==> src/rtl/reed_solomon_parity_encoder_macros.svh <==
// assertion macros shared by the reed-solomon parity encoder rtl
// no dependencies; included by files that carry concurrent assertions
`ifndef REED_SOLOMON_PARITY_ENCODER_MACROS_SVH
`define REED_SOLOMON_PARITY_ENCODER_MACROS_SVH

// same-cycle implication, checked out of reset
`define RSPE_ASSERT_IMP(name, clk_s, rst_s, ante, cons) \
  name: assert property (@(posedge clk_s) disable iff (rst_s) (ante) |-> (cons)) \
    else $error("rspe assertion failed");

// next-cycle implication, checked out of reset
`define RSPE_ASSERT_NXT(name, clk_s, rst_s, ante, cons) \
  name: assert property (@(posedge clk_s) disable iff (rst_s) (ante) |=> (cons)) \
    else $error("rspe assertion failed");

`endif

==> src/rtl/rspe_pkg.sv <==
// shared types, constants and gf(256) arithmetic for the reed-solomon parity encoder
// no dependencies
`timescale 1ns / 1ps

package rspe_pkg;

  // field and sizing constants
  localparam int BYTE_W          = 8;
  localparam int CFG_W           = 6;
  localparam int MAX_PARITY_DEF  = 32;
  localparam int RESET_PARITY    = 10;
  localparam int APB_DATA_W      = 32;
  localparam int APB_ADDR_W      = 3;

  localparam logic [8:0] FIELD_POLY = 9'h11D;
  localparam logic [8:0] FIELD_TOP  = 9'h100;

  // register index, taken from paddr above the byte offset
  localparam logic [APB_ADDR_W-3:0] REG_PARITY_COUNT = '0;

  // per-cycle commands broadcast along the cell row
  typedef struct packed {
    logic              clear;   // drop message, zero generator
    logic              build;   // one generator build step
    logic              absorb;  // message word accepted
    logic              finish;  // accepted word was the last one
    logic              shift;   // output word taken
    logic [BYTE_W-1:0] fb;      // lfsr feedback byte
    logic [BYTE_W-1:0] root;    // current generator root
  } rspe_ctrl_t;

  // multiply by alpha
  function automatic logic [BYTE_W-1:0] gf_xtime(input logic [BYTE_W-1:0] x);
    logic [BYTE_W:0] wide;
    wide = {x, 1'b0};
    if ((wide & FIELD_TOP) != '0) begin
      wide = wide ^ FIELD_POLY;
    end
    return wide[BYTE_W-1:0];
  endfunction

  // full gf(256) multiply, shift-and-add over eight bits
  function automatic logic [BYTE_W-1:0] gf_mul(input logic [BYTE_W-1:0] a,
                                               input logic [BYTE_W-1:0] b);
    logic [BYTE_W-1:0] x;
    logic [BYTE_W-1:0] acc;
    x   = a;
    acc = '0;
    for (int k = 0; k < BYTE_W; k++) begin
      if (b[k]) begin
        acc = acc ^ x;
      end
      x = gf_xtime(x);
    end
    return acc;
  endfunction

endpackage

==> src/rtl/rspe_cell.sv <==
// one cell of the encoder row: lfsr stage, output shift stage, generator coefficient
// depends on rspe_pkg
`timescale 1ns / 1ps

module rspe_cell (
  input  logic                         clk,
  input  logic                         rst,
  input  rspe_pkg::rspe_ctrl_t         ctrl,
  input  logic [rspe_pkg::BYTE_W-1:0]  parity_in,  // lfsr byte of the next cell
  input  logic [rspe_pkg::BYTE_W-1:0]  hold_in,    // output byte of the next cell
  input  logic [rspe_pkg::BYTE_W-1:0]  coef_in,    // coefficient of the previous cell
  output logic [rspe_pkg::BYTE_W-1:0]  parity,
  output logic [rspe_pkg::BYTE_W-1:0]  hold,
  output logic [rspe_pkg::BYTE_W-1:0]  coef
);
  import rspe_pkg::*;

  logic [BYTE_W-1:0] mixed;

  // lfsr update: neighbor byte plus feedback times this cell's coefficient
  assign mixed = parity_in ^ gf_mul(ctrl.fb, coef);

  // lfsr stage and generator coefficient
  always_ff @(posedge clk) begin
    if (rst) begin
      parity <= '0;
      coef   <= '0;
    end else if (ctrl.clear) begin
      parity <= '0;
      coef   <= '0;
    end else begin
      if (ctrl.build) begin
        coef <= coef ^ gf_mul(ctrl.root, coef_in);
      end
      if (ctrl.absorb) begin
        parity <= ctrl.finish ? '0 : mixed;
      end
    end
  end

  // output stage: load the remainder at message end, then shift toward cell zero
  always_ff @(posedge clk) begin
    if (ctrl.finish) begin
      hold <= mixed;
    end else if (ctrl.shift) begin
      hold <= hold_in;
    end
  end

endmodule

==> config.mk <==
export PLATFORM = sky130hd
export DESIGN_NAME = rspe_cell
export DESIGN_NICKNAME = d
export VERILOG_FILES = /design/src/rtl/reed_solomon_parity_encoder_macros.svh /design/src/rtl/rspe_pkg.sv /design/src/rtl/rspe_cell.sv
export SDC_FILE = /design/constraint.sdc
export NUM_CORES = 1
export LEC_CHECK = 0
export ABC_CLOCK_PERIOD_IN_PS = 2400
export BUFFER_PORTS_ARGS = -buffer_cell sky130_fd_sc_hd__buf_2
export CAP_MARGIN = 0
export CORE_MARGIN = 2
export CORE_UTILIZATION = 50
export DETAILED_ROUTE_END_ITERATION = 8
export PLACE_DENSITY = 0.76
export SYNTH_ARGS = -nofsm -noshare
export SYNTH_HDL_FRONTEND = slang
export SYNTH_SLANG_ARGS = --single-unit
==> constraint.sdc <==
create_clock -name clk -period 2.4 [get_ports clk]
set_input_delay 0.48 -clock clk [delete_from_list [all_inputs] [get_ports clk]]
set_output_delay 0.48 -clock clk [all_outputs]
set_load 0.05 [all_outputs]
==> Implementation_results.wiki, run 1 <==
{| class="wikitable"
! Metric !! Value
|-
| Outcome || completed
|-
| Drt via density || about 5
|-
| Worst endpoint data arrival time || between 2 and 2.5 ns
|-
| Crit-path leading delay family || XOR/XNOR gates
|-
| Row cnt || 31
|-
| CTS H-tree lvls || 1
|-
| Critical path endpoint category || register
|-
| Post-synthesis xor/xnor area fraction || 50.2%
|-
| Power Dens Cells || 601 nW/µm²
|-
| Post-synth top flop || dfxtp_1
|-
| Clk root buf || clkbuf_8
|-
| Switching power || 1.06 mW
|-
| Largest net degree at the start of global routing || 15
|-
| Worst hold-check path type || in -> reg
|-
| Leakage power || 1.95 nW
|-
| Cell count after placement || 589
|-
| Adder-Cell Fraction of Synth Area || 0%
|-
| Post-Syn Instances || 420
|-
| Final setup fails || 0
|-
| Via count || about 3000
|-
| FFs w/ async S/R, synth || 0%
|-
| Total Neg Setup Slack || 0 ns
|-
| Final core area utilization || roughly 60%
|-
| Detailed placer's ending HPWL || 6.85 mm
|-
| Highest fanout seen on the critical path || 7
|-
| Initial cell density of the core || 50.8%
|-
| Highest clock frequency the design can meet || about 0.45 GHz
|-
| CP Cell Sequence || buf_2 -> xor3_1 -> xor2_1 -> nand2_1 -> xnor3_1 -> xnor3_1 -> mux2_2
|-
| Layout-stage area growth over the synthesis result || 18.6%
|-
| Floorplan die area || 7940 µm²
|-
| Sw frac || between 40% and 50%
|-
| Number of detailed-routing iterations run before antenna repair || 5
|-
| Worst path setup slack after routing || 0.191 ns
|-
| Total setup buffers inserted after CTS || 0
|-
| Yosys warning total || 0
|-
| Tightest hold margin || 0.498 ns
|-
| Setup repair after global routing missed its margin || false
|-
| Clock Pin Slew Worst Setup and Hold Paths || 0.09 ns
|-
| Final weighted congestion in routability-driven placement || 0.881
|-
| CTS sink cnt || 24
|-
| Distinct cell type count of the synthesized netlist || 36
|-
| Final antenna diode count || 0
|-
| Cell mode on critical path || xnor3_1
|-
| Clock network latency to the later pin of the worst-skew pair || 0.27 ns
|-
| Chip Width || roughly 89 µm
|-
| Post-synthesis compound-gate area fraction || 5.77%
|-
| Combinational family with the most area after synthesis || XOR/XNOR gates
|-
| Placed cell areas || 4230 µm²
|-
| Area of the mapped netlist || between 3000 and 4000 µm²
|-
| Maximum ir drop on the vdd rail || between 400 and 500 µV
|-
| Area fraction of the dominant cell type after synthesis || 16.7%
|-
| Die extent in y || just under 90 µm
|-
| Final number of hold-violating endpoints || 0
|-
| Worst Path Buf+Inv || 1
|-
| Number of top-level pins || 71
|-
| Sequential-to-total area share from yosys stat || 15.5%
|-
| Bufs on Longest Clock Path || 2
|-
| First-pass GRT wire length || 13.9 mm
|-
| Fraction of layout instances using a drive strength above 1 || around 29%
|-
| Biggest area consumer among synthesized cells || xnor2_1
|-
| Fin cells || 593
|-
| Synthesized Nets || around 470
|-
| Largest cells by area after synthesis || xnor2_1 17%, xnor3_1 14%, nand2_1 12%
|-
| Internal Power || roughly 1.5 mW
|-
| Total global routing track utilization || 22.2%
|-
| Post-detailed-route wirelength per cell || 14.6 µm
|-
| Core region area || 7140 µm²
|-
| Shortest period the worst path allows || 2.21 ns
|-
| CP startpoint kind || primary input
|-
| Share of power burned in registers || 22.1%
|-
| Combinational group share of total power || 63.9%
|-
| Total congestion overflow || 0
|-
| Number of buffers inserted for hold repair after clock tree synthesis || 0
|-
| Part of the power in the clock network || 14.1%
|-
| Area fraction in and, or, nand and nor cells after synthesis || 18.6%
|-
| Tot Pwr || roughly 2.6 mW
|-
| WS Path Type || in -> reg
|-
| Number of input and output port buffers inserted || 70
|-
| Share of the clock period used by the worst path after layout || slightly above 90%
|-
| Drt first-iter violations || 144
|-
| Worst path max stage delay || 0.59 ns
|-
| Max transition margin || 60.5%
|-
| Final design area excluding fillers || 4300 µm²
|-
| Mean instance size in the synthesized netlist || 8.63 µm²
|-
| Worst Path Required || between 2 and 2.5 ns
|-
| Antenna violations before repair || 0
|-
| DP Worst Slack || -0.103 ns
|-
| Antenna Violating Nets Remaining || 0
|-
| Actual slew at the worst max-slew pin || 0.591 ns
|-
| Number of global-route vias before repair || 3034
|-
| Layout fillers || 650
|-
| Register bit count reported by yosys || 24
|-
| Detailed-route wire length || 8.65 mm
|-
| TritonCTS buffer count || 3
|-
| PostCTS Resize Cnt || 0
|-
| Mux contribution to synthesized area || 4.21%
|-
| Pins over their slew limit || 0
|-
| Critical path's slowest cell || xor3_1
|-
| Largest clock skew in the final design || 0.00132 ns
|-
| Clock tree from TritonCTS || yes
|-
| Number of max-cap violations || 0
|-
| DRC errors left || 0
|-
| EDFF count, synth || 8
|-
| Nets || about 540
|}
==> flip-flops by register name, summed over array words and instances, names as in the netlist <==
name,count
parity,8
coef,8
hold,8
==> final cells by class <==
cell class | count | area [µm²] | area share [%]
clock buffer | 3 | 41.3 | 0.961
clock inverter | 1 | 30.0 | 0.699
inverter | 2 | 7.51 | 0.175
multi-input combinational | 357 | 2850 | 66.4
sequential | 24 | 564 | 13.1
tap | 99 | 124 | 2.88
timing repair buffer | 107 | 678 | 15.8
==> metal layers <==
metal | vias up | GRT usage [%] | share of wire [%]
li1 | 1478 | - | -
met1 | 1444 | 27.1 | 41
met2 | 95 | 41.6 | 53
met3 | 17 | 1.66 | 4.5
met4 | 0 | 6.38 | 1.7
met5 | - | 0 | 0
==> logic make-up (layout without fill, tap and decap cells) <==
kind of cell / count (synthesis) / in the layout
AND/OR/NAND/NOR: 160 / 160
XOR/XNOR: 150 / 150
buffers and inverters: 39 / 113
AO/OA/AOI/OAI: 33 / 33
flip-flops: 24 / 24
multiplexers: 14 / 14
==> power groups by stage <==
stage / clock (mW) / sequential (mW) / combinational (mW)
2_1_floorplan: 0 / 0.793 / 1.07
3_3_place_gp: 0 / 0.578 / 1.61
3_5_place_dp: 0 / 0.578 / 1.65
4_1_cts: 0.369 / 0.569 / 1.66
5_1_grt: 0.378 / 0.579 / 1.77
6_report: 0.363 / 0.570 / 1.65
==> cells in the final DEF, fill, tap and decap left out, types with 2 or more instances in the layout <==
cell and count:
buf_4 33, mux2_2 10, and2_1 2, nand2b_1 4, inv_1 2, xor2_4 3, a21oi_1 18, nor3b_1 3
nand2_1 117, nor2b_1 12, dfxtp_1 13, a22oi_1 4, edfxtp_1 8, xor2_2 3, xnor3_1 23, clkbuf_8 3
nor2_1 16, buf_2 70, xor3_1 5, o21ai_0 3, or2_2 3, a31o_2 4, mux2i_1 4, xnor2_1 69
xor2_1 45, dfxtp_2 3, buf_12 4
==> cells in the mapped netlist, drive strengths merged (5+ instances only) <==
library cell,instances
a21oi,18
a31o,5
buf,18
clkbuf,19
dfxtp,16
edfxtp,8
mux2,10
nand2,117
nand2b,5
nor2,16
nor2b,12
xnor2,69
xnor3,24
xor2,51
xor3,6
==> worst reg2reg max path: stages, from the launching register on <==
cell     delay [ns]
dfxtp_1        0.63
nand2_1        0.10
xnor3_1        0.38
xnor3_1        0.45
mux2_2         0.29
==> final timing paths <==
| path | from | to | cells past startpoint | slack [ns] |
|---|---|---|---|---|
| worst min-delay path | rst | coef[7]$_SDFFE_PP0P_ | 3 | 0.50 |
| worst max register to register | coef[7]$_SDFFE_PP0P_ | hold[3]$_DFFE_PP_ | 4 | 0.30 |
| worst max-delay path | ctrl[14] | hold[2]$_DFFE_PP_ | 7 | 0.19 |
| worst min register to register | parity[0]$_SDFFE_PP0P_ | parity[0]$_SDFFE_PP0P_ | 3 | 0.61 |
Power figures use the tool's default switching activity.
==> inputs of run 2 (changes only) <==
Settings changed: CORE_ASPECT_RATIO from default to 1.5, REMOVE_ABC_BUFFERS from default to 1.
==> run 2 against run 1 <==
Effect of this change: register-to-register slack lost 0.07 ns; non-clock buffer count increased by 4; combinational power increased by 4%; maximum frequency decreased by 2.3%; hold slack improved by 0.0057 ns; global-route usage grew 1.4 points; flip-flop and latch count unchanged; cell count shrank 2.5%; via count increased by 0.63%; critical path type unchanged; critical endpoint unchanged; largest power group unchanged; highest routed layer unchanged.
==> Implementation_results.wiki, run 2 (synthesis gave the netlist of run 1 again) <==
{| class="wikitable"
! Metric !! Value
|-
| Core region area || 7130 µm²
|-
| Largest net degree at the start of global routing || 15
|-
| Final number of hold-violating endpoints || 0
|-
| Final setup fails || 0
|-
| Number of input and output port buffers inserted || 70
|-
| Final antenna diode count || 0
|-
| Pins over their slew limit || 0
|-
| CP Cell Sequence || buf_2 -> xor3_1 -> xor2_1 -> nand2_1 -> xnor3_1 -> xnor3_1 -> mux2_2
|-
| Fraction of layout instances using a drive strength above 1 || 28.7%
|-
| Number of detailed-routing iterations run before antenna repair || 4
|-
| Largest clock skew in the final design || ~0.0048 ns
|-
| Die extent in y || 108 µm
|-
| Layout fillers || just over 600
|-
| Worst path setup slack after routing || 0.139 ns
|-
| Drt via density || 5.28
|-
| Worst endpoint data arrival time || between 2 and 2.5 ns
|-
| Detailed-route wire length || 9.11 mm
|-
| Clock network latency to the later pin of the worst-skew pair || 0.27 ns
|-
| Actual slew at the worst max-slew pin || a little under 0.6 ns
|-
| Drt first-iter violations || 129
|-
| Cell mode on critical path || xnor3_1
|-
| Highest-count cells in the layout ignoring fill and taps || 117 x nand2_1, 70 x buf_2, 69 x xnor2_1, 45 x xor2_1, 37 x buf_4
|-
| Total congestion overflow || 0
|-
| Number of top-level pins || between 70 and 80
|-
| Power Dens Cells || between 600 and 700 nW/µm²
|-
| DRC errors left || 0
|-
| Detailed placer's ending HPWL || 7.28 mm
|-
| Clock Pin Slew Worst Setup and Hold Paths || 0.08 ns
|-
| Row cnt || 38
|-
| Share of the clock period used by the worst path after layout || 94.2%
|-
| Shortest period the worst path allows || ~2.3 ns
|-
| CP startpoint kind || primary input
|-
| Clk root buf || clkbuf_8
|-
| Worst Path Required || 2.43 ns
|-
| Initial cell density of the core || 50.8%
|-
| Total Neg Setup Slack || 0 ns
|-
| Setup repair after global routing missed its margin || false
|-
| Number of max-cap violations || 0
|-
| Number of buffers inserted for hold repair after clock tree synthesis || 0
|-
| Total global routing track utilization || 23.6%
|-
| Antenna violations before repair || 0
|-
| Bufs on Longest Clock Path || 2
|-
| Leakage power || 1.97 nW
|-
| CTS H-tree lvls || 1
|-
| Critical path's slowest cell || xor3_1
|-
| CTS sink cnt || 24
|-
| Nets || 546
|-
| Maximum ir drop on the vdd rail || 443 µV
|-
| Largest registers in the final layout || coef x8, hold x8, parity x8
|-
| Via count || 3053
|-
| Outcome || completed
|-
| Worst hold-check path type || in -> reg
|-
| Commonest non-fill, non-tap cell in the layout || nand2_1
|-
| Highest fanout seen on the critical path || 7
|-
| Floorplan die area || ~8000 µm²
|-
| TritonCTS buffer count || 3
|-
| Critical path endpoint category || register
|-
| Antenna Violating Nets Remaining || 0
|-
| Post-detailed-route wirelength per cell || 15.8 µm
|-
| Layout-stage area growth over the synthesis result || 18.7%
|-
| Chip Width || 73.5 µm
|-
| Worst path max stage delay || 0.58 ns
|-
| WS Path Type || in -> reg
|-
| First-pass GRT wire length || 14.6 mm
|-
| DP Worst Slack || -0.148 ns
|-
| Clock tree from TritonCTS || yes
|-
| Max transition margin || 61.5%
|-
| Highest clock frequency the design can meet || about 0.44 GHz
|-
| Final weighted congestion in routability-driven placement || slightly below 1
|-
| Number of global-route vias before repair || 3052
|}
## run 2: changes by cell type in the layout (fill, tap and decap cells not counted), sizes merged
cell  delta
buf      +4
## run 2: what timing repair did
item / in CTS / in global routing
setup buffers: 0 / 0
endpoints found under the setup margin: 0 / 2
gates resized for setup: 0 / 1
## run 2: cell type report
class / count / area, µm² / share of cell area, %
Timing Repair Buffer: 111 / 708 / 16.5
Tap cell: 80 / 100 / 2.33
Multi-Input combinational cell: 357 / 2850 / 66.3
Clock buffer: 3 / 41.3 / 0.960
Clock inverter: 1 / 30.0 / 0.698
Inverter: 2 / 7.51 / 0.175
Sequential cell: 24 / 562 / 13.1
## run 2: final timing paths
check | start | endpoint | slack, ns | cells past startpoint
max | ctrl[14] | hold[2]$_DFFE_PP_ | 0.14 | 7
min | rst | coef[7]$_SDFFE_PP0P_ | 0.50 | 3
max reg2reg | coef[0]$_SDFFE_PP0P_ | hold[2]$_DFFE_PP_ | 0.23 | 6
min reg2reg | parity[6]$_SDFFE_PP0P_ | parity[6]$_SDFFE_PP0P_ | 0.61 | 3
## run 2: metrics by stage
step / instances / hold WS (ns) / instance area, µm² / utilization, % / power, mW
after floorplan: 383 / 0.614 / 3420 / - / 1.78
after global placement: 574 / 0.566 / 4230 / 59.3 / 2.24
after detailed placement: 574 / 0.580 / 4230 / 59.3 / 2.26
after CTS: 578 / 0.502 / 4300 / 60.3 / 2.63
after global routing: 578 / 0.505 / 4300 / 60.3 / 2.76
final: 578 / 0.503 / 4300 / 60.3 / 2.62
## run 2: power by group
group	switching (mW)	total, mW	internal [mW]
registers	0.0518	0.557	0.505
logic	0.898	1.71	0.808
clock network	0.135	0.358	0.223
total	1.08	2.62	1.54
## run 2: layer usage
metal  vias to the layer above  global-route usage, %  share of wire (%)
li1                       1481                      -                  -
met1                      1441                   25.2                 36
met2                       107                   45.7                 56
met3                        24                   2.61                4.4
met4                         0                   8.70                3.2
met5                         -                      0                  0
## run 2: critical path, delay by kind of cell
family	cells	cell delay [ns]
xor+xnor	4	1.25
mux	1	0.28
buf+inv	1	0.18
simple gates	1	0.09
